<file path="config.mk">
export PLATFORM = sky130hd
export DESIGN_NAME = windowed_peak_capture_four_branch
export DESIGN_NICKNAME = d
export VERILOG_FILES = /design/src/rtl/core/wpc_pkg.sv /design/src/rtl/core/windowed_peak_capture_four_branch.sv /design/src/rtl/core/wpc_lane.sv /design/src/rtl/core/wpc_report.sv
export SDC_FILE = /design/constraint.sdc
export NUM_CORES = 1
export LEC_CHECK = 0
export BUFFER_PORTS_ARGS = -buffer_cell sky130_fd_sc_hd__buf_2
export CORE_MARGIN = 1
export CORE_UTILIZATION = 45
export CTS_CLUSTER_DIAMETER = 120
export DETAILED_ROUTE_END_ITERATION = 16
export PLACE_DENSITY = 0.62
export SYNTH_ARGS = -nofsm -noshare
export SYNTH_HDL_FRONTEND = slang
export SYNTH_SLANG_ARGS = --single-unit
</file>
<file path="constraint.sdc">
create_clock -name clk -period 9.9 [get_ports clk]
set_clock_uncertainty 0.1 [all_clocks]
set_input_delay 0.99 -clock clk [delete_from_list [all_inputs] [get_ports clk]]
set_output_delay 0.99 -clock clk [all_outputs]
set_load 0.05 [all_outputs]
</file>
<file path="src/rtl/core/wpc_pkg.sv">
// Shared types, constants and helpers for the windowed peak capture block.
// Used by every module under rtl/core; depends on nothing else.
`default_nettype none

package wpc_pkg;

    localparam int SAMPLE_W     = 16;
    localparam int MAG_W        = SAMPLE_W - 1;
    localparam int CNT_W        = 16;
    localparam int BRANCHES_MAX = 4;
    localparam int TRIPLE_LEN   = 3;

    localparam logic [CNT_W-1:0] WINDOW_RESET = 16'd25000;

    // APB register map: one 32-bit register per word
    localparam int APB_ADDR_W = 3;
    localparam int APB_DATA_W = 32;
    localparam int REG_IDX_W  = APB_ADDR_W - 2;
    localparam logic [REG_IDX_W-1:0] REG_WINDOW_LENGTH = 1'b0;

    // Position of each sample inside a triple
    localparam int TRIP_SUM = 0;
    localparam int TRIP_LR  = 1;
    localparam int TRIP_BT  = 2;

    typedef logic signed [SAMPLE_W-1:0] sample_t;
    typedef sample_t [TRIPLE_LEN-1:0] triple_t;
    typedef logic [MAG_W-1:0] mag_t;

    typedef struct packed {
        sample_t sum_a;
        sample_t lr_a;
        sample_t bt_a;
        sample_t sum_b;
        sample_t lr_b;
        sample_t bt_b;
        sample_t sum_c;
        sample_t lr_c;
        sample_t bt_c;
        sample_t sum_d;
        sample_t lr_d;
        sample_t bt_d;
    } in_beat_t;

    typedef struct packed {
        sample_t peak_value;
        logic    is_last;
    } out_beat_t;

    typedef struct packed {
        logic take;   // beat accepted this cycle
        logic flush;  // beat closes the window: clear after capture
    } lane_ctl_t;

    // |s|, with the most negative value clamped to the largest magnitude
    function automatic mag_t sat_mag(sample_t s);
        logic [SAMPLE_W-1:0] neg;
        mag_t                m;
        begin
            neg = ~s + 1'b1;
            if (!s[SAMPLE_W-1])
            begin
                m = s[MAG_W-1:0];
            end
            else if (neg[SAMPLE_W-1])
            begin
                m = '1;
            end
            else
            begin
                m = neg[MAG_W-1:0];
            end
            return m;
        end
    endfunction

endpackage

`default_nettype wire

</file>
<file path="src/rtl/core/windowed_peak_capture_four_branch.sv">
// Windowed peak capture over up to four branches. Takes one input beat per
// clock: each branch lane compares |sum| against its held maximum and keeps
// the (sum, lr, bt) triple of the strict maximum, all lanes in the same
// cycle. When the sample count reaches window_length the closing beat is
// folded in, the merge stage latches all triples and sends 3*BRANCHES result
// beats, one per cycle while out_stall is low, as the lanes start the next
// window at once. Input stalls only when a window closes while the previous
// report is still being sent: window_length below 3*BRANCHES or output stall.
// window_length sits at APB byte address 0 (reset 25000; 0 means 65536).
// Depends on wpc_pkg, wpc_lane and wpc_report.
`default_nettype none

module windowed_peak_capture_four_branch
    import wpc_pkg::*;
#(
    parameter int BRANCHES = BRANCHES_MAX
)
(
    input  wire logic                  clk,
    input  wire logic                  rst_n,
    input  wire logic                  in_valid,
    output logic                       in_stall,
    input  wire in_beat_t              in_data,
    output logic                       out_valid,
    input  wire logic                  out_stall,
    output out_beat_t                  out_data,
    input  wire logic                  psel,
    input  wire logic                  penable,
    input  wire logic                  pwrite,
    input  wire logic [APB_ADDR_W-1:0] paddr,
    input  wire logic [APB_DATA_W-1:0] pwdata,
    output logic [APB_DATA_W-1:0]      prdata,
    output logic                       pready
);

    localparam int NRES = TRIPLE_LEN * BRANCHES;

    logic [CNT_W-1:0]    window_reg;
    logic [CNT_W-1:0]    count_reg;
    logic [CNT_W-1:0]    count_next;
    logic [REG_IDX_W-1:0] reg_index;
    logic                window_hit;
    logic                take;
    logic                report_free;
    lane_ctl_t           lane_ctl;
    triple_t             in_trip [BRANCHES_MAX];
    triple_t             cap_next [BRANCHES];
    sample_t [NRES-1:0]  load_data;

    // APB register
    assign pready    = 1'b1;
    assign reg_index = paddr[APB_ADDR_W-1:2];
    assign prdata    = (reg_index == REG_WINDOW_LENGTH) ?
                       APB_DATA_W'(window_reg) : '0;

    always_ff @(posedge clk or negedge rst_n)
    begin
        if (!rst_n)
        begin
            window_reg <= WINDOW_RESET;
        end
        else if (psel && penable && pwrite && pready &&
                 (reg_index == REG_WINDOW_LENGTH))
        begin
            window_reg <= pwdata[CNT_W-1:0];
        end
    end

    // Sample counter; wraps at 2^16 like the window compare expects
    assign count_next = count_reg + 1'b1;
    assign window_hit = (count_next == window_reg);
    assign in_stall   = window_hit && !report_free;
    assign take       = in_valid && !in_stall;

    always_ff @(posedge clk or negedge rst_n)
    begin
        if (!rst_n)
        begin
            count_reg <= '0;
        end
        else if (take)
        begin
            count_reg <= window_hit ? '0 : count_next;
        end
    end

    assign lane_ctl.take  = take;
    assign lane_ctl.flush = window_hit;

    assign in_trip[0] = {in_data.bt_a, in_data.lr_a, in_data.sum_a};
    assign in_trip[1] = {in_data.bt_b, in_data.lr_b, in_data.sum_b};
    assign in_trip[2] = {in_data.bt_c, in_data.lr_c, in_data.sum_c};
    assign in_trip[3] = {in_data.bt_d, in_data.lr_d, in_data.sum_d};

    for (genvar b = 0; b < BRANCHES; b++)
    begin : g_lane
        wpc_lane u_lane (
            .clk          (clk),
            .rst_n        (rst_n),
            .ctl          (lane_ctl),
            .sample       (in_trip[b]),
            .capture_next (cap_next[b])
        );

        for (genvar k = 0; k < TRIPLE_LEN; k++)
        begin : g_pack
            assign load_data[TRIPLE_LEN*b + k] = cap_next[b][k];
        end
    end

    wpc_report #(
        .BRANCHES (BRANCHES)
    ) u_report (
        .clk       (clk),
        .rst_n     (rst_n),
        .load      (take && window_hit),
        .load_data (load_data),
        .out_stall (out_stall),
        .out_valid (out_valid),
        .out_data  (out_data),
        .free      (report_free)
    );

endmodule

`default_nettype wire

</file>
<file path="src/rtl/core/wpc_lane.sv">
// One branch of the peak search: magnitude compare and triple capture.
// Depends on wpc_pkg.
`default_nettype none

module wpc_lane
    import wpc_pkg::*;
(
    input  wire logic      clk,
    input  wire logic      rst_n,
    input  wire lane_ctl_t ctl,
    input  wire triple_t   sample,
    output triple_t        capture_next
);

    mag_t    best_reg;
    mag_t    best_next;
    triple_t capture_reg;
    mag_t    sample_mag;
    logic    beats_best;

    assign sample_mag = sat_mag(sample[TRIP_SUM]);
    // strict compare keeps the first of equal maxima
    assign beats_best = ctl.take && (sample_mag > best_reg);

    always_comb
    begin
        best_next    = beats_best ? sample_mag : best_reg;
        capture_next = beats_best ? sample : capture_reg;
    end

    always_ff @(posedge clk or negedge rst_n)
    begin
        if (!rst_n)
        begin
            best_reg    <= '0;
            capture_reg <= '0;
        end
        else if (ctl.take)
        begin
            if (ctl.flush)
            begin
                best_reg    <= '0;
                capture_reg <= '0;
            end
            else
            begin
                best_reg    <= best_next;
                capture_reg <= capture_next;
            end
        end
    end

endmodule

`default_nettype wire

</file>
<file path="src/rtl/core/wpc_report.sv">
// Merge stage: latches all lane captures at window close and streams them
// out one beat per cycle while out_stall is low, last beat marked. Depends on wpc_pkg.
`default_nettype none

module wpc_report
    import wpc_pkg::*;
#(
    parameter int BRANCHES = BRANCHES_MAX
)
(
    input  wire logic                                clk,
    input  wire logic                                rst_n,
    input  wire logic                                load,
    input  wire sample_t [TRIPLE_LEN*BRANCHES-1:0]   load_data,
    input  wire logic                                out_stall,
    output logic                                     out_valid,
    output out_beat_t                                out_data,
    output logic                                     free
);

    localparam int NRES  = TRIPLE_LEN * BRANCHES;
    localparam int IDX_W = $clog2(NRES);

    sample_t [NRES-1:0] report_reg;
    logic [IDX_W-1:0]   idx_reg;
    logic [IDX_W-1:0]   idx_next;
    logic               busy_reg;
    logic               busy_next;
    logic               last_beat;
    logic               out_take;

    assign last_beat = (idx_reg == IDX_W'(NRES - 1));
    assign out_take  = busy_reg && !out_stall;
    assign free      = !busy_reg || (out_take && last_beat);

    assign out_valid           = busy_reg;
    assign out_data.peak_value = report_reg[idx_reg];
    assign out_data.is_last    = last_beat;

    always_comb
    begin
        busy_next = busy_reg;
        idx_next  = idx_reg;
        if (load)
        begin
            busy_next = 1'b1;
            idx_next  = '0;
        end
        else if (out_take)
        begin
            if (last_beat)
            begin
                busy_next = 1'b0;
                idx_next  = '0;
            end
            else
            begin
                idx_next = idx_reg + 1'b1;
            end
        end
    end

    always_ff @(posedge clk or negedge rst_n)
    begin
        if (!rst_n)
        begin
            busy_reg <= 1'b0;
            idx_reg  <= '0;
        end
        else
        begin
            busy_reg <= busy_next;
            idx_reg  <= idx_next;
        end
    end

    always_ff @(posedge clk)
    begin
        if (load)
        begin
            report_reg <= load_data;
        end
    end

endmodule

`default_nettype wire

</file>
==> reports/metrics.cfg <==
[run_status]
outcome=completed

[die]
start_util_pct=45.86
core_um2=56710
die_w_um=242.4
row_count=87
die_area_um2=58760
pin_count=286
die_h_um=242.4

[global_routing]
grt_overflow=0
grt_max_degree=168
grt_pass1_wl_mm=114.0
grt_pass1_vias=19490
track_usage_pct=24.69
antenna_found_initial=10

[worst_setup_path]
path_class=in2reg
crit_arrival_ns=6.37
cp_data_required_time_ns=10.14
rrSetupSlack_ns=5.03
timing.rr.end=u_report.report_reg[153]
r2r_start=u_report.idx_reg[2]
cp-start-kind=primary input
worstSetupEndpointType=flop
crit_fanout=63
reg2regPathDepth=8

[layout]
nFillCells=4957
final_cell_mix=nand2_1, dfrtp_1, o21ai_0, buf_2, edfxtp_1
area_growth_pct=12.96
final_core_util_pct=51.80
fin_area_um2=29380
drive_gt1_share_pct=24.41
final_common_cell=nand2_1
finalNonFillerCells=3369
num-nets-final=2862

[placement]
numPortBuffers=250
placed_area_um2=27620
dp_cells=3264
dpl.hpwl_mm=48.21
place_ws_ns=3.206
globalplace.congestion=0.8654

[logic_synthesis]
netlist_instances=2411
synth_edf_count=192
synth_top_area_cell=dfrtp_1
ys_warn_count=0
yosys.cell_types.count=69
async_reset_ff_share_pct=60.08
syn_area_per_cell_um2=10.79
synth_area_leaders=dfrtp_1, edfxtp_1, mux2_2
ys_ff_latch=481
synth_area_um2=26010
yosysSeqAreaShare_pct=50.01
synth_top_area_share_pct=27.23
synth_ff_type=dfrtp_1

[power]
power_mw=8.188
peakVddDrop_v=0.0001644
p_per_area_nw_per_um2=278.7
power_leakage_nw=11.87

[flow_run]
cap_violations=0

[routing]
dr_total_vias=20020
routedWlPerCell_um=21.87
postRouteAntennaNets=0
dr.pass1.iters=5
wl_mm=73.67
drt_iter0_markers=2055
detail_route.vias_per_cell=5.942
drcViolationCount=0

[sta]
drv_slew=0
tns_ns=0
fmax_ghz=0.1630
layout_min_cycle_time_ns=6.135
setup-violations-final=0
fin_crit_sh_pct=61.97
relSlewSlack_pct=20.50
layout_setup_ws_ns=3.765
worstMarginPinSlew_ns=1.192
rsz0062_at_grt=no
finalHoldViolCount=0
whs_ns=0.3816

[clock_tree]
ctsResizeCount=0
clkSinkCount=481
path_clk_slew_ns=0.06
clockBufferDepth=3
cts_tree=done
hold_buffers=0
cts_buffers=52
postCtsSetupBuffers=0
root_buffer=clkbuf_16
clk_latency_ns=0.60
cts.htree.levels=2

[hold_path]
hold_path_class=in2async

how the worst max path moves through the flow:
stage,startpoint,to,slack [ns]
3_3_place_gp,in_data[181],u_report.report_reg[40],3.28
3_5_place_dp,in_data[131],g_lane[1].u_lane.capture_reg[4],3.21
4_1_cts,in_data[131],g_lane[1].u_lane.capture_reg[22],3.84
5_1_grt,in_data[131],g_lane[1].u_lane.capture_reg[22],3.27
2_1_floorplan,count_reg[0],u_report.report_reg[0],4.74
6_report,in_data[179],u_report.report_reg[40],3.76
cell type report:
cell class | instances | area [um2] | share of cell area, %
inverters | 96 | 367.9 | 1.252
multi-input cells | 1657 | 11840 | 40.30
well taps | 756 | 945.9 | 3.220
clock buffers | 67 | 1429 | 4.864
flip-flops and latches | 481 | 13010 | 44.29
diodes | 8 | 20.02 | 0.06815
repair buffers | 274 | 1454 | 4.949
clock inverters | 30 | 310.3 | 1.056
cell families after synthesis:
logic type      Yosys count  share of synthesized area, %
other cells               2                       0.02888
compound gates          645                         15.34
fa+ha+maj                66                         3.175
xor+xnor                 36                         1.212
flops                   481                         50.01
simple gates            610                         10.75
mux                     283                         14.35
buf+inv                 288                         5.134
where the power goes:
part / internal (mW) / total [mW] / switching (mW)
Sequential: 2.79 / 3.20 / 0.409
Combinational: 1.37 / 2.98 / 1.61
Clock: 1.17 / 2.01 / 0.833
worst max-delay path, cell delays in order:
cell and delay, ns:
buf_2 0.14, nor4_1 0.50, nand2_1 0.20, nor3_1 0.41, nand3_1 0.41, o211ai_1 0.27, ha_1 0.29, nor2b_1 0.13
o21a_1 0.16, o211ai_1 0.17, a31oi_1 0.17, o31ai_4 0.23, buf_4 0.64, nor2_4 0.01, buf_4 0.37, o21ai_4 0.13
buf_4 0.58, mux2_2 0.45
synth_stat cells, types with 30 or more instances:
master / count
nor2_1: 52
nor3_1: 36
mux4_2: 48
clkbuf_1: 100
edfxtp_1: 192
nand2_1: 336
a21oi_1: 33
ha_1: 66
o21ai_0: 280
a22oi_1: 182
inv_1: 94
buf_2: 46
nand3_1: 80
dfrtp_1: 283
nor2b_1: 30
mux2_2: 188
routing by layer:
metal / global-route usage (%) / vias to the layer above / part of all wire, %
met1: 34.82 / 10010 / 44
met2: 39.14 / 742 / 47
met4: 7.111 / 4 / 2.4
li1: - / 9155 / -
met5: 0 / - / 0.022
met3: 4.088 / 112 / 7.2
(Power assumes the default switching activity.)
